## src/rtl/core/lkc_pkg.sv

```systemverilog
// Shared types and constants for the LRU key cache.
`timescale 1ns / 1ps
package lkc_pkg;

  localparam int unsigned KeyW   = 32;  // key field on the stream ports
  localparam int unsigned SlotW  = 3;   // reported slot field
  localparam int unsigned CountW = 4;   // reported held count field
  localparam int unsigned CapW   = 4;   // capacity register

  localparam logic [CapW-1:0] CapReset = 4'd8;

  localparam int unsigned InDataW  = 32;  // key, whole bytes
  localparam int unsigned OutDataW = 48;  // 41 result bits padded to whole bytes
  localparam int unsigned OutUsedW = 1 + SlotW + 1 + KeyW + CountW;

  // One result item as it leaves the directory.
  typedef struct packed {
    logic              hit;
    logic [SlotW-1:0]  slot;
    logic              evicted;
    logic [KeyW-1:0]   evicted_key;
    logic [CountW-1:0] held_count;
  } lkc_result_t;

endpackage

```

## src/rtl/core/lkc_dir.sv

```systemverilog
// Cache directory: key store, valid bits, recency ranks and their update.
`timescale 1ns / 1ps
module lkc_dir
  import lkc_pkg::*;
#(
  parameter int unsigned MAX_ENTRIES = 8,
  parameter int unsigned KEY_WIDTH   = 32
) (
  input  logic                 clk,
  input  logic                 rst,
  input  logic                 upd,       // apply the access this cycle
  input  logic [KEY_WIDTH-1:0] key,
  input  logic [CapW-1:0]      capacity,
  output lkc_result_t          result     // answer for key against current state
);

  localparam int unsigned IdxW  = (MAX_ENTRIES > 1) ? $clog2(MAX_ENTRIES) : 1;
  localparam int unsigned CntW  = $clog2(MAX_ENTRIES + 1);
  localparam int unsigned CmpW  = (CntW > CapW) ? CntW : CapW;
  localparam int unsigned SelW  = (IdxW > SlotW) ? IdxW : SlotW;
  localparam int unsigned WideW = (KEY_WIDTH > KeyW) ? KEY_WIDTH : KeyW;
  localparam logic [CmpW-1:0] MaxEnt = CmpW'(MAX_ENTRIES);
  localparam logic [CmpW-1:0] OneCmp = CmpW'(1);

  logic [KEY_WIDTH-1:0] entry_key  [MAX_ENTRIES];
  logic [IdxW-1:0]      rank       [MAX_ENTRIES];
  logic [MAX_ENTRIES-1:0] valid;
  logic [CntW-1:0]      count;

  logic [MAX_ENTRIES-1:0] hit_vec;
  logic [MAX_ENTRIES-1:0] victim_vec;
  logic                 hit;
  logic                 room;
  logic [IdxW-1:0]      hit_idx;
  logic [IdxW-1:0]      hit_rank;
  logic [IdxW-1:0]      free_idx;
  logic [IdxW-1:0]      victim_idx;
  logic [KEY_WIDTH-1:0] victim_key;
  logic [IdxW-1:0]      sel;
  logic [IdxW-1:0]      old_rank;
  logic [CmpW-1:0]      count_ext;
  logic [CmpW-1:0]      cap_eff;
  logic [CntW-1:0]      count_next;

  // Parallel lookup: hit lanes, lowest free slot, least recent entry.
  always_comb begin
    count_ext = CmpW'(count);
    if (CmpW'(capacity) == '0) begin
      cap_eff = OneCmp;
    end else if (CmpW'(capacity) > MaxEnt) begin
      cap_eff = MaxEnt;
    end else begin
      cap_eff = CmpW'(capacity);
    end
    hit_idx    = '0;
    hit_rank   = '0;
    victim_idx = '0;
    victim_key = '0;
    free_idx   = '0;
    for (int i = 0; i < MAX_ENTRIES; i++) begin
      hit_vec[i]    = valid[i] && (entry_key[i] == key);
      // Ranks of valid entries are always 0..count-1, so the oldest is unique.
      victim_vec[i] = valid[i] && (CmpW'(rank[i]) == count_ext - OneCmp);
      if (hit_vec[i]) begin
        hit_idx  = hit_idx | IdxW'(i);
        hit_rank = hit_rank | rank[i];
      end
      if (victim_vec[i]) begin
        victim_idx = victim_idx | IdxW'(i);
        victim_key = victim_key | entry_key[i];
      end
    end
    for (int i = MAX_ENTRIES - 1; i >= 0; i--) begin
      if (!valid[i]) begin
        free_idx = IdxW'(i);
      end
    end
    hit  = |hit_vec;
    room = !hit && (count_ext < cap_eff);
    if (hit) begin
      sel      = hit_idx;
      old_rank = hit_rank;
    end else if (room) begin
      sel      = free_idx;
      old_rank = IdxW'(count);
    end else begin
      sel      = victim_idx;
      old_rank = IdxW'(count_ext - OneCmp);
    end
    count_next = room ? count + CntW'(1) : count;
  end

  always_comb begin
    result.hit         = hit;
    result.slot        = SelW'(sel) >> 0;
    result.evicted     = !hit && !room;
    result.evicted_key = (!hit && !room) ? KeyW'(WideW'(victim_key)) : '0;
    result.held_count  = CountW'(CmpW'(count_next));
  end

  // Key store: no reset, entries are read only once valid.
  always_ff @(posedge clk) begin
    if (upd) begin
      entry_key[sel] <= key;
    end
  end

  always_ff @(posedge clk) begin
    if (rst) begin
      valid <= '0;
      count <= '0;
      for (int i = 0; i < MAX_ENTRIES; i++) begin
        rank[i] <= '0;
      end
    end else if (upd) begin
      valid[sel] <= 1'b1;
      count      <= count_next;
      // Promote: every entry more recent than the accessed one ages by one.
      for (int i = 0; i < MAX_ENTRIES; i++) begin
        if (IdxW'(i) == sel) begin
          rank[i] <= '0;
        end else if (valid[i] && (rank[i] < old_rank)) begin
          rank[i] <= rank[i] + IdxW'(1);
        end
      end
    end
  end

  a_count_matches_valid: assert property (@(posedge clk) disable iff (rst)
    CntW'($countones(valid)) == count)
    else $error("held count differs from number of valid entries");

  a_single_hit: assert property (@(posedge clk) disable iff (rst)
    $onehot0(hit_vec))
    else $error("key matched in more than one entry");

  a_victim_exists: assert property (@(posedge clk) disable iff (rst)
    (upd && !hit && !room) |-> $onehot(victim_vec))
    else $error("eviction without a unique least recent entry");

  a_count_bound: assert property (@(posedge clk) disable iff (rst)
    CmpW'(count) <= MaxEnt)
    else $error("held count above entry count");

  a_promoted_rank: assert property (@(posedge clk) disable iff (rst)
    upd |=> (rank[$past(sel)] == '0))
    else $error("accessed entry not made most recent");

endmodule

```

## src/rtl/core/lru_key_cache.sv

```systemverilog
// Top level of the LRU key cache: stream handshakes, capacity register, result register.
`timescale 1ns / 1ps
// Path: a key accepted into the input register is looked up and applied when it advances,
//   where its result lands in the output register and m_tvalid rises.
// Throughput: one item per cycle while the output is not stalled; the lookup, victim choice and
//   rank update of the directory are combinational, so back-to-back keys see each other's updates.
// Reset (rst, synchronous): clears valid bits, ranks, held count and both stages;
//   capacity returns to 8. The key store is not cleared and needs no clearing pass.
module lru_key_cache
  import lkc_pkg::*;
#(
  parameter int unsigned MAX_ENTRIES = 8,
  parameter int unsigned KEY_WIDTH   = 32
) (
  input  logic                clk,
  input  logic                rst,
  // Capacity write channel.
  input  logic                cfg_valid,
  output logic                cfg_ready,
  input  logic [CapW-1:0]     cfg_data,    // capacity
  // Key input.
  input  logic                s_tvalid,
  output logic                s_tready,
  input  logic [InDataW-1:0]  s_tdata,     // [31:0] key
  // Result output.
  output logic                m_tvalid,
  input  logic                m_tready,
  output logic [OutDataW-1:0] m_tdata      // [0] hit, [3:1] slot, [4] evicted,
                                           // [36:5] evicted_key, [40:37] held_count,
                                           // [47:41] zero
);

  localparam int unsigned WideW = (KEY_WIDTH > KeyW) ? KEY_WIDTH : KeyW;

  logic [CapW-1:0]      capacity;
  logic                 in_valid;
  logic [KEY_WIDTH-1:0] in_key;
  logic                 out_valid;
  lkc_result_t          out_res;
  lkc_result_t          dir_res;
  logic                 advance;

  // The user must write capacity only while idle; the block itself does not enforce it and takes every write.
  assign cfg_ready = 1'b1;

  always_ff @(posedge clk) begin
    if (rst) begin
      capacity <= CapReset;
    end else if (cfg_valid) begin
      capacity <= cfg_data;
    end
  end

  // Advance the held key into the directory when the result register is free
  // or drains this cycle; refill the input register in the same cycle.
  assign advance  = in_valid && (!out_valid || m_tready);
  assign s_tready = !in_valid || advance;

  always_ff @(posedge clk) begin
    if (rst) begin
      in_valid <= 1'b0;
    end else if (s_tready) begin
      in_valid <= s_tvalid;
    end
  end

  // Key register: narrow or widen the stream key to the stored width.
  always_ff @(posedge clk) begin
    if (s_tready && s_tvalid) begin
      in_key <= KEY_WIDTH'(WideW'(s_tdata));
    end
  end

  lkc_dir #(
    .MAX_ENTRIES (MAX_ENTRIES),
    .KEY_WIDTH   (KEY_WIDTH)
  ) u_dir (
    .clk      (clk),
    .rst      (rst),
    .upd      (advance),
    .key      (in_key),
    .capacity (capacity),
    .result   (dir_res)
  );

  // Result register: hold until taken, load on each advance.
  always_ff @(posedge clk) begin
    if (rst) begin
      out_valid <= 1'b0;
    end else if (advance) begin
      out_valid <= 1'b1;
    end else if (m_tready) begin
      out_valid <= 1'b0;
    end
  end

  always_ff @(posedge clk) begin
    if (advance) begin
      out_res <= dir_res;
    end
  end

  assign m_tvalid = out_valid;
  assign m_tdata  = {{(OutDataW - OutUsedW){1'b0}},
                     out_res.held_count,
                     out_res.evicted_key,
                     out_res.evicted,
                     out_res.slot,
                     out_res.hit};

  a_out_hold: assert property (@(posedge clk) disable iff (rst)
    (m_tvalid && !m_tready) |=> (m_tvalid && $stable(m_tdata)))
    else $error("result changed while stalled");

  a_hit_no_evict: assert property (@(posedge clk) disable iff (rst)
    m_tvalid |-> !(out_res.hit && out_res.evicted))
    else $error("hit reported together with an eviction");

  a_evict_key_zero: assert property (@(posedge clk) disable iff (rst)
    (m_tvalid && !out_res.evicted) |-> (out_res.evicted_key == '0))
    else $error("evicted key nonzero without an eviction");

endmodule
```

## config.mk

```make
export PLATFORM = sky130hd
export DESIGN_NAME = lru_key_cache
export DESIGN_NICKNAME = d
export VERILOG_FILES = /design/src/rtl/core/lkc_pkg.sv /design/src/rtl/core/lkc_dir.sv /design/src/rtl/core/lru_key_cache.sv
export SDC_FILE = /design/constraint.sdc
export NUM_CORES = 1
export LEC_CHECK = 0
export BUFFER_PORTS_ARGS = -buffer_cell sky130_fd_sc_hd__buf_2
export CAP_MARGIN = 20
export CORE_AREA = 2 2 232 234
export DETAILED_ROUTE_END_ITERATION = 10
export DIE_AREA = 0 0 234 236
export HOLD_SLACK_MARGIN = 0.03
export PLACE_DENSITY = 0.58
export SKIP_CTS_REPAIR_TIMING = 1
export SYNTH_ARGS = -nofsm -noshare
export SYNTH_HDL_FRONTEND = slang
export SYNTH_SLANG_ARGS = --single-unit
```

## constraint.sdc

```tcl
create_clock -name clk -period 10.2 [get_ports clk]
set_clock_uncertainty 0.05 [all_clocks]
set_input_delay 2.04 -clock clk [delete_from_list [all_inputs] [get_ports clk]]
set_output_delay 2.04 -clock clk [all_outputs]
set_load 0.03 [all_outputs]
```

==> results_dict.tcl, run 1 <==
set metrics [dict create \
    status "complete, no violations" \
    yosys_warnings 0 \
    via_per_inst 5.83 \
    core_sq_mm 0.0531 \
    start_util_pct 34.5 \
    worstSetupEndpointType "flip-flop" \
    drcViolationCount 0 \
    synth_top_cell_by_area "edfxtp_1" \
    ctsLongestPathBuffers 3 \
    max_cap_viol_count 0 \
    grt_max_degree 46 \
    gp_congestion 0.985 \
    cp_slowest_cell "nor4_1" \
    synth_area_sq_mm 0.0183 \
    cp-start-kind "flip-flop" \
    finalCritPeriodShare_pct 57.8 \
    crit_fanout 16 \
    min_delay_path_depth 2 \
    grt_usage_pct 24.0 \
    setup_viol 0 \
    grt_pass1_wl_mm 93.6 \
    crit_family "simple AND/OR/NAND/NOR gates" \
    power_density_mw_per_mm2 171 \
    cts_sinks 371 \
    met3_length_mm 4.96 \
    area_growth_pct 13.9 \
    rr_worst_depth 14 \
    drv_slew 0 \
    drtIter0Drc 1548 \
    clkTransAtPathRegs_ns 0.06 \
    arrival_ns 6.09 \
    leakage_uw 0.00662 \
    antenna_cells 0 \
    tightestPinTransition_ns 0.973 \
    fillers 4961 \
    hold_path_end "capacity[0]$_SDFFE_PP0P_" \
    cp.required_ns 10.40 \
    synth_top_area_share_pct 57.9 \
    startpoint "in_key[12]$_DFFE_PP_" \
    power.total_uw 3560 \
    layout-drive-gt1-share_pct 13.8 \
    fp.dieW_microns 234 \
    clock_latency_ns 0.58 \
    wl_met2_mm 31.2 \
    avgSynthCellArea_sq_um 13.2 \
    cp_slowest_stage_delay_ns 0.78 \
    timing.rr.end "u_dir.rank[3][2]$_SDFFCE_PN0P_" \
    die_y_microns 236 \
    stdcell_count 2206 \
    dieArea_sq_mm 0.0552 \
    crit_top_cell "nor4_1" \
    hold_start "capacity[0]$_SDFFE_PP0P_" \
    yosysSeqAreaShare_pct 59.8 \
    drt_first_pass_iters 6 \
    clk_root_buffer_cell "clkbuf_16" \
    antenna_found_initial 0 \
    cts_buffers 42 \
    path_cells "xnor2_1, nand4_1, or4_1, nor4_1, nor4_1, clkbuf_2, nand2_1, a211oi_1, nor2_1, ha_1, a21o_1, a2111oi_0, o21ai_1, o211ai_1" \
    max_freq_mhz 170 \
    synth_area_leaders "edfxtp_1, xnor2_1, xor2_1" \
    post_drt_wl_per_cell_microns 30.1 \
    wirelength_mm 66.5 \
    grt_pass1_vias 12400 \
    overflow 0 \
    finalNetCount 1548 \
    postRouteAntennaNets 0 \
    post-dp-hpwl_mm 45.6 \
    synth_seq_cells 371 \
    synthDistinctLibCells 72 \
    cts_tree "done" \
    htree_num_levels 2 \
    via_count 12900 \
    rsz0062_at_grt "no" \
    synth_cells 1393 \
    io_buffer_count 83 \
    tns_ns 0 \
    hp-class "reg -> reg" \
    ios 92 \
    min_period_ns 5.89 \
    drt-met1-wl_mm 27.5 \
    reg2reg_from "in_key[12]$_DFFE_PP_" \
    path_buf_inv 1 \
    finalHoldViolCount 0 \
    peakVddDrop_mv 0.0946 \
    r2r_setup_slack_ns 4.31 \
    async_reset_ff_share_pct 0 \
    synth_edf_count 353 \
    top_layer "met4" \
    slew_headroom_pct 34.5 \
    dpl.cell_count 2129 \
    worstSetupPathType "reg -> reg" \
    rows 85 \
    synth-main-ff-cell "edfxtp_1" \
]
layout by cell type, fill, tap and decap left out, types with 6 or more instances in the layout:
master / count
a21oi_1: 19
a221oi_1: 32
a22o_1: 32
a22oi_1: 72
a31oi_1: 33
buf_2: 83
buf_4: 28
clkbuf_1: 6
clkbuf_16: 43
clkinv_1: 8
clkinv_2: 11
conb_1: 8
dfxtp_1: 18
edfxtp_1: 353
ha_1: 29
inv_1: 28
mux2i_1: 6
nand2_1: 42
nand2b_1: 10
nand3_1: 43
nand4_1: 72
nor2_1: 38
nor3_1: 18
nor3_2: 12
nor4_1: 49
nor4b_1: 6
o211ai_1: 6
o21ai_0: 6
or4_1: 13
xnor2_1: 203
xor2_1: 93
synthesized netlist by cell type (3+ instances only):
library cell / number
a21oi_1: 19
dfxtp_1: 18
nand3_1: 44
o221ai_1: 3
nor2b_1: 4
or4_1: 13
nor4b_1: 6
nor3_2: 4
xor2_1: 93
xnor2_1: 203
nor2_1: 38
nor4_1: 49
and4_1: 3
a221oi_1: 32
clkbuf_1: 33
mux2i_1: 6
a22oi_1: 72
o21ai_0: 7
or3_1: 5
nor4bb_1: 5
buf_4: 14
nand2b_1: 10
nand4_1: 72
o211ai_1: 6
ha_1: 29
nand2_1: 42
nor3_1: 26
edfxtp_1: 353
a211oi_1: 4
buf_2: 27
a31oi_1: 33
inv_1: 29
a21o_1: 4
a22o_1: 32
nand4b_1: 5
worst reg2reg max path, stage by stage, from the launching register on:
cell and delay [ns]:
edfxtp_1 0.65, xnor2_1 0.61, nand4_1 0.25, or4_1 0.55, nor4_1 0.78, nor4_1 0.13
clkbuf_2 0.21, nand2_1 0.21, a211oi_1 0.09, nor2_1 0.58, ha_1 0.36, a21o_1 0.17
a2111oi_0 0.39, o21ai_1 0.21, o211ai_1 0.35
registers in the layout, summed over array words and instances, names as in the netlist:
| register | count |
|---|---|
| m_tvalid | 1 |
| in_key | 32 |
| m_tdata | 41 |
| u_dir.valid | 8 |
| in_valid | 1 |
| capacity | 4 |
| u_dir.entry_key | 256 |
| u_dir.rank | 24 |
| u_dir.count | 4 |
cell families (layout without fill, tap and decap cells):
| family | after synthesis | after routing | synth area share, % |
|---|---|---|---|
| flip-flops | 371 | 371 | 59.8 |
| AND/OR/NAND/NOR | 348 | 348 | 11.2 |
| XOR/XNOR | 297 | 297 | 14.3 |
| AO/OA/AOI/OAI | 230 | 230 | 9.54 |
| buffers and inverters | 110 | 221 | 2.82 |
| adder cells (fa/ha/maj) | 29 | 29 | 1.98 |
| multiplexers | 6 | 6 | 0.328 |
| other | 2 | 8 | 0.0410 |
where the power goes:
group / switching [uW] / total [uW] / internal [uW]
clock network: 639 / 1540 / 899
registers: 60.6 / 1760 / 1700
logic: 175 / 259 / 84.1
total: 875 / 3560 / 2680
per-layer routing:
| layer | vias up | track usage, % |
|---|---|---|
| li1 | 5566 | - |
| met1 | 6572 | 32.6 |
| met2 | 601 | 38.1 |
| met3 | 128 | 3.83 |
| met4 | 0 | 9.69 |
| met5 | - | 0 |
stage by stage:
step           util [%]  cell area (sq um)  worst slack, ns  hold slack, ns
6_report           39.3              20900             4.31           0.462
5_1_grt            39.3              20900             3.97           0.482
4_1_cts            39.3              20900             4.39           0.466
3_5_place_dp       36.7              19500             4.42           0.451
3_3_place_gp       36.7              19500             4.60           0.446
2_1_floorplan         -              18300             5.34           0.411
area by class of cell:
class	instances	area [sq um]	area share, %
Sequential cell	371	11000	52.5
Multi-Input combinational cell	918	6910	33.1
Clock buffer	49	1100	5.27
Tap cell	696	871	4.17
Timing Repair Buffer	112	631	3.02
Clock inverter	27	268	1.28
Inverter	33	126	0.606
worst max path at each step:
stage,end,slack (ns),depth (start not counted)
finish,u_dir.rank[3][2]$_SDFFCE_PN0P_,4.31,14
global route,u_dir.rank[3][2]$_SDFFCE_PN0P_,3.97,14
CTS,u_dir.rank[3][2]$_SDFFCE_PN0P_,4.39,13
detailed placement,u_dir.rank[3][2]$_SDFFCE_PN0P_,4.42,13
global placement,u_dir.rank[3][0]$_SDFFCE_PN0P_,4.60,13
floorplan,u_dir.entry_key[4][0]$_DFFE_PP_,5.34,7
(Power assumes the default switching activity.)
==> inputs of run 2 (changes only) <==
Settings changed: PLACE_DENSITY 0.58 to 0.6.
Clock period 10.2 ns to 5.15 ns, I/O delays scaled along.
==> run 2 against run 1 <==
Compared with the run above:
- power increased by 94%
- register-to-register slack got worse by 4.0 ns
- sequential power up 97%
- core utilization is 1.1 points higher
- fmax rose by 21%
- flip-flop and latch count did not move
- setup slack worse by 4.0 ns
- die area did not move
- clock-buffer cell count fell by 1
==> results_dict.tcl, run 2 (same netlist as run 1, synthesis figures left out) <==
set metrics [dict create \
    status "complete, no violations" \
    p_int_uw 5180 \
    wirelength_mm 67.9 \
    p_clk_share_pct 41.6 \
    startpoint "in_key[15]$_DFFE_PP_" \
    hold_start "in_valid$_SDFFE_PP0N_" \
    ios 92 \
    postRouteAntennaNets 0 \
    layout-drive-gt1-share_pct 16.8 \
    drt_first_pass_iters 5 \
    grt_pass1_vias 12900 \
    cts_sinks 371 \
    via_per_inst 5.80 \
    gp_congestion 1.05 \
    worstSetupPathType "reg -> reg" \
    htree_num_levels 2 \
    post_drt_wl_per_cell_microns 29.9 \
    setup_viol 0 \
    tightestPinTransition_ns 1.01 \
    cp-start-kind "flip-flop" \
    finalNetCount 1611 \
    grt_pass1_wl_mm 95.6 \
    cp.required_ns 5.51 \
    largest_reg_flops 256 \
    arrival_ns 5.24 \
    overflow 0 \
    grt_max_degree 36 \
    dieArea_sq_mm 0.0552 \
    start_util_pct 34.5 \
    area_growth_pct 17.1 \
    leakage_uw 0.00694 \
    final_common_cell "edfxtp_1" \
    hold_slack_ns 0.469 \
    drv_slew 0 \
    max_freq_mhz 205 \
    p_switching_uw 1740 \
    crit_fanout 16 \
    antenna_found_initial 0 \
    p_comb_share_pct 8.4 \
    max_cap_viol_count 0 \
    hp-class "reg -> reg" \
    cts_buffers 42 \
    drcViolationCount 0 \
    top_register "u_dir.entry_key" \
    cts_tree "done" \
    finalHoldViolCount 0 \
    ctsLongestPathBuffers 3 \
    antenna_cells 0 \
    peakVddDrop_mv 0.228 \
    clock_latency_ns 0.59 \
    post-dp-hpwl_mm 49.1 \
    finalCritPeriodShare_pct 94.7 \
    fp.dieW_microns 234 \
    via_count 13200 \
    io_buffer_count 83 \
    rows 85 \
    drtIter0Drc 1478 \
    p_seq_share_pct 50.0 \
    slew_headroom_pct 32.1 \
    die_y_microns 236 \
    reg2reg_from "in_key[15]$_DFFE_PP_" \
    mostFrequentLayoutCells "edfxtp_1, xnor2_1, xor2_1" \
    min_period_ns 4.88 \
    rsz0062_at_grt "no" \
    sw_frac_of_total_pct 25.1 \
    clk_root_buffer_cell "clkbuf_16" \
    tns_ns 0 \
    power_density_mw_per_mm2 323 \
    worstSetupEndpointType "flip-flop" \
    core_sq_mm 0.0531 \
    clkTransAtPathRegs_ns 0.06 \
    grt_usage_pct 24.5 \
]
==> run 2: final cells by class <==
class	count	area, sq um
clock buffer	48	1080
inverter	33	126
timing repair buffer	175	1280
tap	696	871
clock inverter	29	218
sequential	371	11000
fill	4966	31600
multi-input combinational	918	6910
==> run 2: per-layer routing <==
metal	wire length, microns	up-vias	GRT usage [%]	share of wire [%]
met2	31800	639	39.0	47
li1	-	5706	-	-
met3	4960	139	3.80	7.3
met1	27900	6684	32.8	41
met4	3200	0	10.8	4.7
met5	0	-	0	0
==> run 2: power groups by stage <==
stage | sequential (uW) | combinational [uW] | clock (uW)
final | 3460 | 582 | 2880
after global routing | 3470 | 611 | 3030
after CTS | 3460 | 576 | 2930
after detailed placement | 3520 | 573 | 0
after global placement | 3520 | 570 | 0
after floorplan | 3500 | 334 | 0
==> run 2: stage by stage <==
step | power (uW) | std cells | utilization, % | worst slack [ns] | cell area (sq um)
floorplan | 3840 | 1399 | - | 0.525 | 18300
global placement | 4090 | 2192 | 37.9 | 0.422 | 20100
detailed placement | 4100 | 2193 | 38.0 | 0.395 | 20100
CTS | 6960 | 2270 | 40.4 | 0.356 | 21400
global route | 7110 | 2270 | 40.4 | 0.114 | 21400
finish | 6920 | 2270 | 40.4 | 0.271 | 21400
==> run 2: final timing paths <==
kind | end | slack [ns] | cells past startpoint
max reg2reg | u_dir.rank[6][2]$_SDFFCE_PP0P_ | 0.27 | 17
min reg2reg | m_tvalid$_SDFFE_PP0P_ | 0.47 | 2
max | u_dir.rank[6][2]$_SDFFCE_PP0P_ | 0.27 | 17
min | m_tvalid$_SDFFE_PP0P_ | 0.47 | 2
==> run 2: worst max-delay path: stages (launching register included) <==
cell	delay, ns
edfxtp_1	0.64
xnor2_1	0.59
nand4_1	0.15
nor4_1	0.48
buf_4	0.22
nor4bb_1	0.41
buf_4	0.22
nor4_1	0.06
nand2_1	0.09
a211oi_1	0.05
nor2_1	0.18
buf_4	0.20
ha_1	0.25
a21o_1	0.18
a31o_2	0.21
a221o_1	0.38
buf_4	0.15
nor3_1	0.17
==> inputs of run 3 (changes only) <==
Settings changed: PLACE_DENSITY 0.6 to 0.58.
Clock period 5.15 ns to 4.7 ns, I/O delays scaled along.
==> run 3 against run 2 <==
Compared with the run above:
- power is 9.3% higher
- sequential power rose by 9.2%
- critical path depth fell by 2
- global-route usage increased by 0.082 points
- clock-buffer cell count up 6
- non-clock buffer count rose by 14
==> results_dict.tcl, run 3 (same netlist as run 1, synthesis figures left out) <==
set metrics [dict create \
    start_util_pct 34.5 \
    htree_num_levels 2 \
    grt_usage_pct 24.5 \
    finalNetCount 1625 \
    slew_headroom_pct 47.7 \
    cp.required_ns 4.88 \
    overflow 0 \
    mostFrequentLayoutCells "edfxtp_1, xnor2_1, xor2_1, buf_4, buf_2" \
    antenna_cells 0 \
    clock_latency_ns 0.57 \
    via_per_inst 5.81 \
    hp-class "reg -> reg" \
    drtIter0Drc 1789 \
    grt_pass1_vias 12900 \
    place_area_sq_mm 0.0202 \
    arrival_ns 4.71 \
    cts_sinks 371 \
    gp_congestion 1.02 \
    p_clk_share_pct 41.2 \
    worstSetupPathType "reg -> reg" \
    tns_ns 0 \
    leakage_uw 0.00701 \
    p_int_uw 5670 \
    peakVddDrop_mv 0.300 \
    power_density_mw_per_mm2 351 \
    clk_root_buffer_cell "clkbuf_16" \
    layout-drive-gt1-share_pct 18.0 \
    crit_fanout 14 \
    worstSetupEndpointType "flip-flop" \
    design_area_sq_mm 0.0216 \
    status "complete, no violations" \
    cts_tree "done" \
    dieArea_sq_mm 0.0552 \
    postRouteAntennaNets 0 \
    ctsLongestPathBuffers 3 \
    cts_buffers 42 \
    die_y_microns 236 \
    finalCritPeriodShare_pct 96.3 \
    core_sq_mm 0.0531 \
    max_freq_mhz 221 \
    wirelength_mm 68.2 \
    fp.dieW_microns 234 \
    top_register "u_dir.entry_key" \
    final_common_cell "edfxtp_1" \
    tightestPinTransition_ns 0.785 \
    rsz0062_at_grt "no" \
    drt_first_pass_iters 5 \
    via_count 13300 \
    sw_frac_of_total_pct 25.1 \
    grt_pass1_wl_mm 95.7 \
    min_period_ns 4.53 \
    area_growth_pct 17.7 \
    setup_viol 0 \
    largest_reg_flops 256 \
    post-dp-hpwl_mm 48.4 \
    clkTransAtPathRegs_ns 0.06 \
    p_comb_share_pct 8.9 \
    drv_slew 0 \
    max_cap_viol_count 0 \
    finalHoldViolCount 0 \
    power.total_uw 7570 \
    p_seq_share_pct 49.9 \
    ios 92 \
    rows 85 \
    post_drt_wl_per_cell_microns 29.9 \
    io_buffer_count 83 \
    cp-start-kind "flip-flop" \
    drcViolationCount 0 \
    p_switching_uw 1900 \
    antenna_found_initial 0 \
    grt_max_degree 36 \
    hold_slack_ns 0.473 \
]
## run 3: area by class of cell
class,count,area [sq um]
multi-input combinational,918,6960
inverter,33,126
clock inverter,21,138
tap,696,871
fill,4968,31500
timing repair buffer,189,1370
sequential,371,11000
clock buffer,54,1130
## run 3: power by group through the flow
stage / clock network [uW] / logic, uW / registers [uW]
floorplan: 0 / 366 / 3840
global placement: 0 / 658 / 3840
detailed placement: 0 / 659 / 3850
CTS: 3180 / 663 / 3780
global route: 3300 / 708 / 3780
finish: 3110 / 676 / 3780
## run 3: final timing paths
kind | start | endpoint | slack (ns) | cells after the start
setup / recovery | in_key[29]$_DFFE_PP_ | u_dir.rank[3][0]$_SDFFCE_PN0P_ | 0.17 | 15
hold / removal | capacity[0]$_SDFFE_PP0P_ | capacity[0]$_SDFFE_PP0P_ | 0.47 | 2
setup reg to reg | in_key[29]$_DFFE_PP_ | u_dir.rank[3][0]$_SDFFCE_PN0P_ | 0.17 | 15
hold reg to reg | capacity[0]$_SDFFE_PP0P_ | capacity[0]$_SDFFE_PP0P_ | 0.47 | 2
## run 3: critical path, stage by stage (launching register included)
cell       delay, ns
edfxtp_1        0.45
buf_4           0.23
xnor2_1         0.50
nand4_1         0.16
or4_1           0.45
nor4_1          0.33
buf_4           0.22
nor4_1          0.08
nand2_1         0.10
a211oi_1        0.06
nor2_1          0.20
ha_1            0.27
a21o_1          0.17
a2111oi_0       0.43
o21ai_1         0.16
o211ai_1        0.34
## run 3: metrics by stage
step	cells	worst slack, ns	util [%]
2_1_floorplan	1399	0.0752	-
3_3_place_gp	2206	-0.0254	38.1
3_5_place_dp	2206	-0.0634	38.1
4_1_cts	2281	-0.0932	40.5
5_1_grt	2282	0.00129	40.6
6_report	2282	0.173	40.6
## run 3: per-layer routing
metal	GRT usage, %	vias up	share of wire, %
li1	-	5729	-
met1	33.9	6721	41
met3	4.29	141	7.8
met5	0	-	0
met2	38.1	674	46
met4	9.88	0	4.5
